[src/rtl/cyrlcd_pkg.sv]
// cyrlcd_pkg: shared types, constants and the character rom lookup
// for the cyrillic text transcoder; no dependencies
package cyrlcd_pkg;

   localparam logic [7:0] LEAD_BYTE_D0   = 8'hD0;
   localparam logic [7:0] LEAD_BYTE_D1   = 8'hD1;
   localparam logic [7:0] D0_YO_IN       = 8'h81;
   localparam logic [7:0] CP_YO_UPPER    = 8'hA8;
   localparam logic [7:0] D1_YO_IN       = 8'h91;
   localparam logic [7:0] CP_YO_LOWER    = 8'hB8;
   localparam logic [7:0] D0_OFFSET      = 8'h30;
   localparam logic [7:0] D1_OFFSET      = 8'h70;
   localparam logic [7:0] CP_CYR_BASE    = 8'hC0;
   localparam logic [7:0] ROM_YO_UPPER   = 8'hA2;
   localparam logic [7:0] ROM_YO_LOWER   = 8'hB5;

   localparam int unsigned ROM_DEPTH = 64;

   typedef enum logic [1:0] {
      LEAD_NONE = 2'd0,
      LEAD_D0   = 2'd1,
      LEAD_D1   = 2'd2
   } lead_type;

   typedef struct packed {
      logic [7:0] in_byte;
      logic       end_of_string;
   } req_payload_type;

   typedef struct packed {
      logic [7:0] display_code;
      logic       last_code;
   } rsp_payload_type;

   typedef struct packed {
      logic utf8_mode;
   } csr_payload_type;

   typedef logic [7:0] rom_array_type [ROM_DEPTH];

   // rom codes for cp1251 bytes 0xc0..0xff
   localparam rom_array_type CYR_ROM = '{
      8'h41, 8'hA0, 8'h42, 8'hA1, 8'hE0, 8'h45, 8'hA3, 8'hA4,
      8'hA5, 8'hA6, 8'h4B, 8'hA7, 8'h4D, 8'h48, 8'h4F, 8'hA8,
      8'h50, 8'h43, 8'h54, 8'hA9, 8'hAA, 8'h58, 8'hE1, 8'hAB,
      8'hAC, 8'hE2, 8'hAD, 8'hAE, 8'h62, 8'hAF, 8'hB0, 8'hB1,
      8'h61, 8'hB2, 8'hB3, 8'hB4, 8'hE3, 8'h65, 8'hB6, 8'hB7,
      8'hB8, 8'hB9, 8'hBA, 8'hBB, 8'hBC, 8'hBD, 8'h6F, 8'hBE,
      8'h70, 8'h63, 8'hBF, 8'h79, 8'hE4, 8'h78, 8'hE5, 8'hC0,
      8'hC1, 8'hE6, 8'hC2, 8'hC3, 8'hC4, 8'hC5, 8'hC6, 8'hC7
   };

   function automatic logic [7:0] to_rom(input logic [7:0] c);
      logic [7:0] code;
      code = c;
      if (c >= CP_CYR_BASE) begin
         code = CYR_ROM[c[5:0]];
      end else if (c == CP_YO_UPPER) begin
         code = ROM_YO_UPPER;
      end else if (c == CP_YO_LOWER) begin
         code = ROM_YO_LOWER;
      end
      return code;
   endfunction

   function automatic logic [7:0] fold_second(input lead_type lead, input logic [7:0] c);
      logic [7:0] cp;
      cp = c;
      case (lead)
         LEAD_D0: begin
            if (c == D0_YO_IN) begin
               cp = CP_YO_UPPER;
            end else if (c inside {[8'h90:8'hBF]}) begin
               cp = c + D0_OFFSET;
            end
         end
         LEAD_D1: begin
            if (c == D1_YO_IN) begin
               cp = CP_YO_LOWER;
            end else if (c inside {[8'h80:8'h8F]}) begin
               cp = c + D1_OFFSET;
            end
         end
         default: begin
            cp = c;
         end
      endcase
      return cp;
   endfunction

endpackage

[src/rtl/cyrlcd_if.sv]
// cyrlcd channel interfaces: request, response and register write channels
// depends on cyrlcd_pkg for the payload types
interface cyrlcd_req_if;
   import cyrlcd_pkg::*;
   logic            valid;
   logic            ready;
   req_payload_type payload;
   modport source (output valid, output payload, input ready);
   modport sink   (input valid, input payload, output ready);
endinterface

interface cyrlcd_rsp_if;
   import cyrlcd_pkg::*;
   logic            valid;
   logic            ready;
   rsp_payload_type payload;
   modport source (output valid, output payload, input ready);
   modport sink   (input valid, input payload, output ready);
endinterface

interface cyrlcd_csr_if;
   import cyrlcd_pkg::*;
   logic            valid;
   logic            ready;
   csr_payload_type payload;
   modport source (output valid, output payload, input ready);
   modport sink   (input valid, input payload, output ready);
endinterface

[src/rtl/cyrillic_utf8_to_lcd_rom_transcoder_unit.sv]
// top level of the cyrillic text transcoder: utf-8 fold, cp1251 to rom lookup
// depends on cyrlcd_pkg and the channel interfaces in cyrlcd_if.sv
//
//  channel  | direction | payload                       | handshake
//  req_if   | in        | in_byte[7:0], end_of_string   | valid / ready
//  rsp_if   | out       | display_code[7:0], last_code  | valid / ready
//  csr_if   | in        | utf8_mode                     | valid / ready (always ready)
//
// one request per cycle sustained while responses are taken; input register then
// result register, decode and rom lookup in between.
// in utf-8 mode a lead byte or a decoded zero consumes its request without a response.
// a stalled response holds the result register and the input register
// behind it; ready drops only when both are full and the response is stalled.
// synchronous reset clears the valid flags, the held lead and sets utf8 mode.
module cyrillic_utf8_to_lcd_rom_transcoder_unit (
   input  logic              clock,
   input  logic              reset,
   cyrlcd_req_if.sink        req_if,
   cyrlcd_rsp_if.source      rsp_if,
   cyrlcd_csr_if.sink        csr_if
);
   import cyrlcd_pkg::*;

   logic            utf8_mode_ff;
   lead_type        lead_ff, lead_in;
   logic            in_valid_ff;
   req_payload_type in_data_ff;
   logic            out_valid_ff, out_valid_in;
   rsp_payload_type out_data_ff, out_data_in;
   logic            advance;
   logic            has_result;
   logic [7:0]      cp_byte;

   assign csr_if.ready = 1'b1;

   // result register free or being emptied this cycle
   assign advance      = !out_valid_ff || rsp_if.ready;
   assign req_if.ready = !in_valid_ff || advance;

   always_ff @(posedge clock) begin
      if (reset) begin
         utf8_mode_ff <= 1'b1;
      end else if (csr_if.valid) begin
         utf8_mode_ff <= csr_if.payload.utf8_mode;
      end
   end

   always_comb begin
      lead_in    = lead_ff;
      has_result = 1'b0;
      cp_byte    = in_data_ff.in_byte;
      if (!utf8_mode_ff) begin
         lead_in    = LEAD_NONE;
         has_result = 1'b1;
      end else if (lead_ff != LEAD_NONE) begin
         cp_byte    = fold_second(lead_ff, in_data_ff.in_byte);
         lead_in    = LEAD_NONE;
         has_result = (cp_byte != 8'h00);
      end else if (in_data_ff.in_byte == LEAD_BYTE_D0 || in_data_ff.in_byte == LEAD_BYTE_D1) begin
         // a lead marked last is dropped outright
         if (in_data_ff.end_of_string) begin
            lead_in = LEAD_NONE;
         end else if (in_data_ff.in_byte == LEAD_BYTE_D0) begin
            lead_in = LEAD_D0;
         end else begin
            lead_in = LEAD_D1;
         end
      end else begin
         lead_in    = LEAD_NONE;
         has_result = (cp_byte != 8'h00);
      end
      out_data_in.display_code = to_rom(cp_byte);
      out_data_in.last_code    = in_data_ff.end_of_string;
      out_valid_in             = in_valid_ff && has_result;
   end

   always_ff @(posedge clock) begin
      if (reset) begin
         in_valid_ff  <= 1'b0;
         out_valid_ff <= 1'b0;
         lead_ff      <= LEAD_NONE;
      end else begin
         if (req_if.ready) begin
            in_valid_ff <= req_if.valid;
         end
         if (advance) begin
            out_valid_ff <= out_valid_in;
            if (in_valid_ff) begin
               lead_ff <= lead_in;
            end
         end
      end
   end

   always_ff @(posedge clock) begin
      if (req_if.valid && req_if.ready) begin
         in_data_ff <= req_if.payload;
      end
      if (advance && out_valid_in) begin
         out_data_ff <= out_data_in;
      end
   end

   assign rsp_if.valid   = out_valid_ff;
   assign rsp_if.payload = out_data_ff;

endmodule

[src/flat_wrapper.sv]
// flat-port wrapper written by rule: the top's interface ports become plain ports
module cyrillic_utf8_to_lcd_rom_transcoder_unit_flat import cyrlcd_pkg::*;
  (clock, reset, req_if_valid, req_if_payload, req_if_ready, rsp_if_valid, rsp_if_payload, rsp_if_ready, csr_if_valid, csr_if_payload, csr_if_ready);
  cyrlcd_req_if req_if_i ();
  cyrlcd_rsp_if rsp_if_i ();
  cyrlcd_csr_if csr_if_i ();
  input  logic clock;
  input  logic reset;
  input wire logic [$bits(req_if_i.valid)-1:0] req_if_valid;
  input wire logic [$bits(req_if_i.payload)-1:0] req_if_payload;
  output wire logic [$bits(req_if_i.ready)-1:0] req_if_ready;
  output wire logic [$bits(rsp_if_i.valid)-1:0] rsp_if_valid;
  output wire logic [$bits(rsp_if_i.payload)-1:0] rsp_if_payload;
  input wire logic [$bits(rsp_if_i.ready)-1:0] rsp_if_ready;
  input wire logic [$bits(csr_if_i.valid)-1:0] csr_if_valid;
  input wire logic [$bits(csr_if_i.payload)-1:0] csr_if_payload;
  output wire logic [$bits(csr_if_i.ready)-1:0] csr_if_ready;
  assign req_if_i.valid = req_if_valid;
  assign req_if_i.payload = req_if_payload;
  assign req_if_ready = req_if_i.ready;
  assign rsp_if_valid = rsp_if_i.valid;
  assign rsp_if_payload = rsp_if_i.payload;
  assign rsp_if_i.ready = rsp_if_ready;
  assign csr_if_i.valid = csr_if_valid;
  assign csr_if_i.payload = csr_if_payload;
  assign csr_if_ready = csr_if_i.ready;
  cyrillic_utf8_to_lcd_rom_transcoder_unit u_core (.clock(clock), .reset(reset), .req_if(req_if_i), .rsp_if(rsp_if_i), .csr_if(csr_if_i));
endmodule
[config.mk]
export PLATFORM = sky130hd
export DESIGN_NAME = cyrillic_utf8_to_lcd_rom_transcoder_unit_flat
export DESIGN_NICKNAME = d
export VERILOG_FILES = /design/src/rtl/cyrlcd_pkg.sv /design/src/rtl/cyrlcd_if.sv /design/src/rtl/cyrillic_utf8_to_lcd_rom_transcoder_unit.sv /design/src/flat_wrapper.sv
export SDC_FILE = /design/constraint.sdc
export NUM_CORES = 1
export LEC_CHECK = 0
export ABC_AREA = 1
export BUFFER_PORTS_ARGS = -buffer_cell sky130_fd_sc_hd__buf_2
export CAP_MARGIN = 10
export CORE_ASPECT_RATIO = 2
export CORE_MARGIN = 8
export CORE_UTILIZATION = 55
export CTS_BUF_LIST = sky130_fd_sc_hd__clkbuf_8 sky130_fd_sc_hd__clkbuf_16
export DETAILED_ROUTE_END_ITERATION = 16
export PLACE_DENSITY = 0.81
export RECOVER_POWER = 100
export SLEW_MARGIN = 20
export SYNTH_ARGS = -nofsm -noshare
export SYNTH_HDL_FRONTEND = slang
export SYNTH_SLANG_ARGS = --single-unit
[constraint.sdc]
create_clock -name clock -period 7.1 [get_ports clock]
set_clock_uncertainty 0.1 [all_clocks]
set_input_delay 1.42 -clock clock [delete_from_list [all_inputs] [get_ports clock]]
set_output_delay 1.42 -clock clock [all_outputs]
set_load 0.01 [all_outputs]
==> report_table.html <==
<table>
<tr><th>Metric</th><th>Value</th></tr>
<tr><th colspan="2">Clocking</th></tr>
<tr><td>Setup Fix Bufs, Post-CTS</td><td>0</td></tr>
<tr><td>Clock Tree Buf Depth</td><td>2</td></tr>
<tr><td>Post-CTS resize count</td><td>0</td></tr>
<tr><td>H-Tree Level Count</td><td>1</td></tr>
<tr><td>Number of sinks driven by the clock tree</td><td>23</td></tr>
<tr><td>Clock latency reported for the late side of the worst-skew pair</td><td>270 ps</td></tr>
<tr><td>CTS root buffer</td><td>clkbuf_8</td></tr>
<tr><td>Hold_buf cts</td><td>0</td></tr>
<tr><td>TritonCTS Buffers</td><td>3</td></tr>
<tr><td>CTS tree</td><td>done</td></tr>
<tr><td>Clock-pin slew on the worst setup and hold paths</td><td>approximately 80 ps</td></tr>
<tr><th colspan="2">Timing</th></tr>
<tr><td>Worst slew margin</td><td>between 40% and 50%</td></tr>
<tr><td>Number of max-slew violations in the final report</td><td>0</td></tr>
<tr><td>Peak clock frequency supported by timing</td><td>approximately 0.28 GHz</td></tr>
<tr><td>Setup repair after global routing missed its margin</td><td>no</td></tr>
<tr><td>Part of the cycle the worst path needs</td><td>around half</td></tr>
<tr><td>Hold violation total from the final report</td><td>0</td></tr>
<tr><td>Pin slew with the least headroom to its limit</td><td>approximately 860 ps</td></tr>
<tr><td>Total negative slack</td><td>0 ps</td></tr>
<tr><td>Final critical path time including I/O delays and setup</td><td>about 3600 ps</td></tr>
<tr><td>Final setup violation count</td><td>0</td></tr>
<tr><th colspan="2">Synth</th></tr>
<tr><td>Syn Nets</td><td>425</td></tr>
<tr><td>Fraction of registers with async set or reset after synthesis</td><td>0%</td></tr>
<tr><td>Number of enable-type register cells in the synthesized netlist</td><td>18</td></tr>
<tr><td>Cells after Synth</td><td>396</td></tr>
<tr><td>Top cell types by occurrence after synthesis</td><td>153 x nand2_1, 52 x nand3_1, 33 x inv_1</td></tr>
<tr><td>Average size of a mapped cell</td><td>6.27 um2</td></tr>
<tr><td>Number of flip-flops and latches in the synthesized netlist</td><td>23</td></tr>
<tr><td>Cell taking the most area after synthesis</td><td>nand2_1</td></tr>
<tr><td>Sequential area share after synthesis</td><td>between 20% and 30%</td></tr>
<tr><td>Share of the synthesized area in compound gates (AO/OA/AOI/OAI)</td><td>under 10%</td></tr>
<tr><td>Synthesized-area fraction occupied by adder cells</td><td>under 10%</td></tr>
<tr><td>Post-synthesis xor/xnor area fraction</td><td>0.352%</td></tr>
<tr><td>Post-synthesis mux area share</td><td>0%</td></tr>
<tr><td>Area share of the largest cell type after synthesis</td><td>between 20% and 30%</td></tr>
<tr><td>Warnings from Yosys</td><td>0</td></tr>
<tr><td>Cell types with the largest area share after synthesis</td><td>nand2_1 23%, edfxtp_1 22%, nand3_1 10%</td></tr>
<tr><td>Most instantiated library cell after synthesis</td><td>nand2_1</td></tr>
<tr><td>Most frequently used flop master after synthesis</td><td>edfxtp_1</td></tr>
<tr><td>Largest family of logic cells by synthesized area</td><td>simple AND/OR/NAND/NOR gates</td></tr>
<tr><td>Cell Area, Synth</td><td>2480 um2</td></tr>
<tr><td>Basic-gate share of the synthesized area counting and, or, nand and nor cells</td><td>between 40 and 50%</td></tr>
<tr><td>Number of unique standard cell types used by synthesis</td><td>34</td></tr>
<tr><th colspan="2">Detailed routing</th></tr>
<tr><td>Total number of vias</td><td>between 2000 and 3000</td></tr>
<tr><td>DR pass1 iterations</td><td>5</td></tr>
<tr><td>Number of nets with antenna violations after detailed routing</td><td>0</td></tr>
<tr><td>DRC viols</td><td>0</td></tr>
<tr><td>Routed wire length per instance</td><td>about 15 um</td></tr>
<tr><td>Total length of routed wires</td><td>approximately 7000 um</td></tr>
<tr><td>DRC marker count from the first detailed-route iteration</td><td>157</td></tr>
<tr><td>Post-DR vias/cell</td><td>~5.6</td></tr>
<tr><th colspan="2">Worst setup path</th></tr>
<tr><td>Element type at the critical path end</td><td>register</td></tr>
<tr><td>R2R Path End</td><td>u_core.rsp_if.payload[3]</td></tr>
<tr><td>Max stage delay on crit path</td><td>between 400 and 500 ps</td></tr>
<tr><td>CP Launch Point</td><td>u_core.in_data_ff[6]</td></tr>
<tr><td>Largest fanout on the critical path</td><td>9</td></tr>
<tr><td>Standard cell with the maximum stage delay on the critical path</td><td>edfxtp_1</td></tr>
<tr><td>Critical Setup Path Class</td><td>register to register</td></tr>
<tr><td>Worst path most repeated cell</td><td>nand2_1</td></tr>
<tr><td>Reg-to-Reg Start</td><td>u_core.in_data_ff[6]</td></tr>
<tr><td>Ordered cell list for the critical path</td><td>inv_1 -&gt; ha_1 -&gt; nand3_1 -&gt; inv_1 -&gt; nand2_1 -&gt; nand2_1 -&gt; nand4_1 -&gt; nand2_1 -&gt; inv_1 -&gt; ha_1 -&gt; or2_2 -&gt; nand2_1 -&gt; nor2_1 -&gt; nor2_1 -&gt; nand3_1 -&gt; nand2_1 -&gt; nand2_1 -&gt; nand2_1 -&gt; nand2_1 -&gt; nand2_1</td></tr>
<tr><td>Arrival time of the worst setup path</td><td>3670 ps</td></tr>
<tr><td>Endpoint of the most critical setup path</td><td>u_core.rsp_if.payload[3]</td></tr>
<tr><td>CP startpoint kind</td><td>register</td></tr>
<tr><td>Worst R2R Path Depth</td><td>20</td></tr>
<tr><td>WP data required</td><td>7150 ps</td></tr>
<tr><td>Register-to-Register Setup Slack</td><td>about 3500 ps</td></tr>
<tr><th colspan="2">GRT</th></tr>
<tr><td>Antenna violations before repair</td><td>0</td></tr>
<tr><td>Vias in the first global route</td><td>between 2000 and 3000</td></tr>
<tr><td>Overall routing resource usage</td><td>roughly a fifth</td></tr>
<tr><td>Maximum number of pins on one net before global-route repair</td><td>26</td></tr>
<tr><td>Wire length of the first global-routing pass</td><td>approximately 12000 um</td></tr>
<tr><td>Met1 routing resource usage after global routing</td><td>around 18%</td></tr>
<tr><td>Global-route track usage on met3</td><td>roughly 3.4%</td></tr>
<tr><td>Overflow after GRT</td><td>0</td></tr>
<tr><td>Global-route layer with the greatest usage</td><td>met2</td></tr>
<tr><td>Met2 Track Usage GR</td><td>between 30% and 40%</td></tr>
<tr><th colspan="2">Floorplanning</th></tr>
<tr><td>Floorplan Core Area</td><td>~4300 um2</td></tr>
<tr><td>DIE HEIGHT</td><td>roughly 110 um</td></tr>
<tr><td>Number of core rows</td><td>34</td></tr>
<tr><td>Overall die width</td><td>63.5 um</td></tr>
<tr><td>Overall die area</td><td>between 7000 and 8000 um2</td></tr>
<tr><td>Num ports</td><td>27</td></tr>
<tr><td>Starting density of the core</td><td>57.3%</td></tr>
<tr><th colspan="2">Cells and area</th></tr>
<tr><td>Ant. Diodes</td><td>0</td></tr>
<tr><td>Synth-to-layout area growth</td><td>4.13%</td></tr>
<tr><td>Finished Cell Area</td><td>2590 um2</td></tr>
<tr><td>Multi-input logic area</td><td>around 1600 um2</td></tr>
<tr><td>Combined flip-flop and latch cell area</td><td>approximately 640 um2</td></tr>
<tr><td>Layout Nets</td><td>441</td></tr>
<tr><td>Filler cell count</td><td>450</td></tr>
<tr><td>Proportion of layout cells with a drive suffix above 1</td><td>a little over a tenth</td></tr>
<tr><th colspan="2">Place</th></tr>
<tr><td>Weighted congestion at the end of routability-driven global placement</td><td>around 1.0</td></tr>
<tr><td>I/O Buffers</td><td>25</td></tr>
<tr><td>Post-DP Area</td><td>approximately 2600 um2</td></tr>
<tr><td>HPWL Detailed</td><td>5580 um</td></tr>
<tr><th colspan="2">Worst hold path</th></tr>
<tr><td>Min-Delay Startpoint</td><td>u_core.in_valid_ff</td></tr>
<tr><td>Hold crit path type</td><td>register to register</td></tr>
<tr><th colspan="2">Power</th></tr>
<tr><td>Total power of the final layout</td><td>0.343 mW</td></tr>
<tr><td>Pleak</td><td>around 1.3 nW</td></tr>
<tr><td>Worst vdd rail ir drop</td><td>between 0.15 and 0.2 mV</td></tr>
<tr><td>Power density relative to cell area</td><td>between 100 and 150 nW/um2</td></tr>
<tr><th colspan="2">Status</th></tr>
<tr><td>Outcome</td><td>complete, no violations</td></tr>
<tr><th colspan="2">Run</th></tr>
<tr><td>Max-capacitance violation count</td><td>0</td></tr>
</table>
==> cells by family (layout without fill, tap and decap cells) <==
| kind of cell | Yosys count | count (layout) |
|---|---|---|
| and+or+nand+nor | 257 | 257 |
| xor gates and xnor gates | 1 | 1 |
| other | 1 | 1 |
| adders and majority gates | 14 | 14 |
| DFF | 23 | 23 |
| AOI/OAI and AO/OA | 41 | 41 |
| buffers and inverters | 59 | 74 |
==> worst max-delay path: cells and delay by family, from the launching register on <==
kind                       cells  cell delay, ps
DFF                            1             460
and+or+nand+nor               15            1940
adders and majority gates      2             500
buffers and inverters          3             510
==> flip-flops by register name (all words and copies together), names as in the netlist <==
name / flops
u_core.rsp_if.payload: 9
u_core.lead_ff: 2
u_core.in_data_ff: 9
u_core.in_valid_ff: 1
u_core.rsp_if.valid: 1
u_core.utf8_mode_ff: 1
==> how the worst min path moves through the flow <==
stage                     cells past startpoint  slack (ps)                        to
after floorplan                               0         330  u_core.rsp_if.payload[0]
after global placement                        0         360  u_core.rsp_if.payload[0]
after detailed placement                      0         370  u_core.rsp_if.payload[0]
after CTS                                     0         390  u_core.rsp_if.payload[0]
after global routing                          0         400  u_core.rsp_if.payload[0]
final                                         2         390       u_core.rsp_if.valid
==> metrics by stage <==
step                      instances  util (%)  setup slack (ps)  hold slack (ps)
final                           465      59.6              3480              391
after global routing            465      59.6              3090              395
after CTS                       465      60.4              3730              393
after detailed placement        461      59.4              3730              373
after global placement          461      59.4              3760              358
after floorplan                 396         -              3980              328
==> report_power, final <==
part / total [mW] / switching [mW] / internal, mW
Sequential: 0.160 / 0.00629 / 0.154
Combinational: 0.102 / 0.0693 / 0.0328
Clock: 0.0809 / 0.0416 / 0.0393
Total: 0.343 / 0.117 / 0.226
==> routing by layer <==
metal / part of all wire [%] / vias up
li1: - / 1312
met5: 0 / -
met1: 33 / 1150
met2: 55 / 96
met3: 4.3 / 39
met4: 7.2 / 0
==> cell usage in the layout, fill, tap and decap left out, types with 5 or more instances in the layout <==
master and count:
o21ai_1 6, nor2_1 26, nand4_1 8, buf_2 13, nand2_1 155, clkbuf_1 12
o21ai_0 11, a21oi_1 12, edfxtp_1 18, nand3_1 53, inv_1 34, ha_1 14
inv_2 9, dfxtp_1 5
==> layout make-up <==
cell class                 count  share of cell area (%)
clock inverter                 1                   0.193
sequential                    23                    24.8
clock buffer                   3                    1.60
timing repair buffer          26                    4.55
multi-input combinational    314                    59.9
inverter                      44                    6.38
tap                           54                    2.61
(Power assumes the default switching activity.)
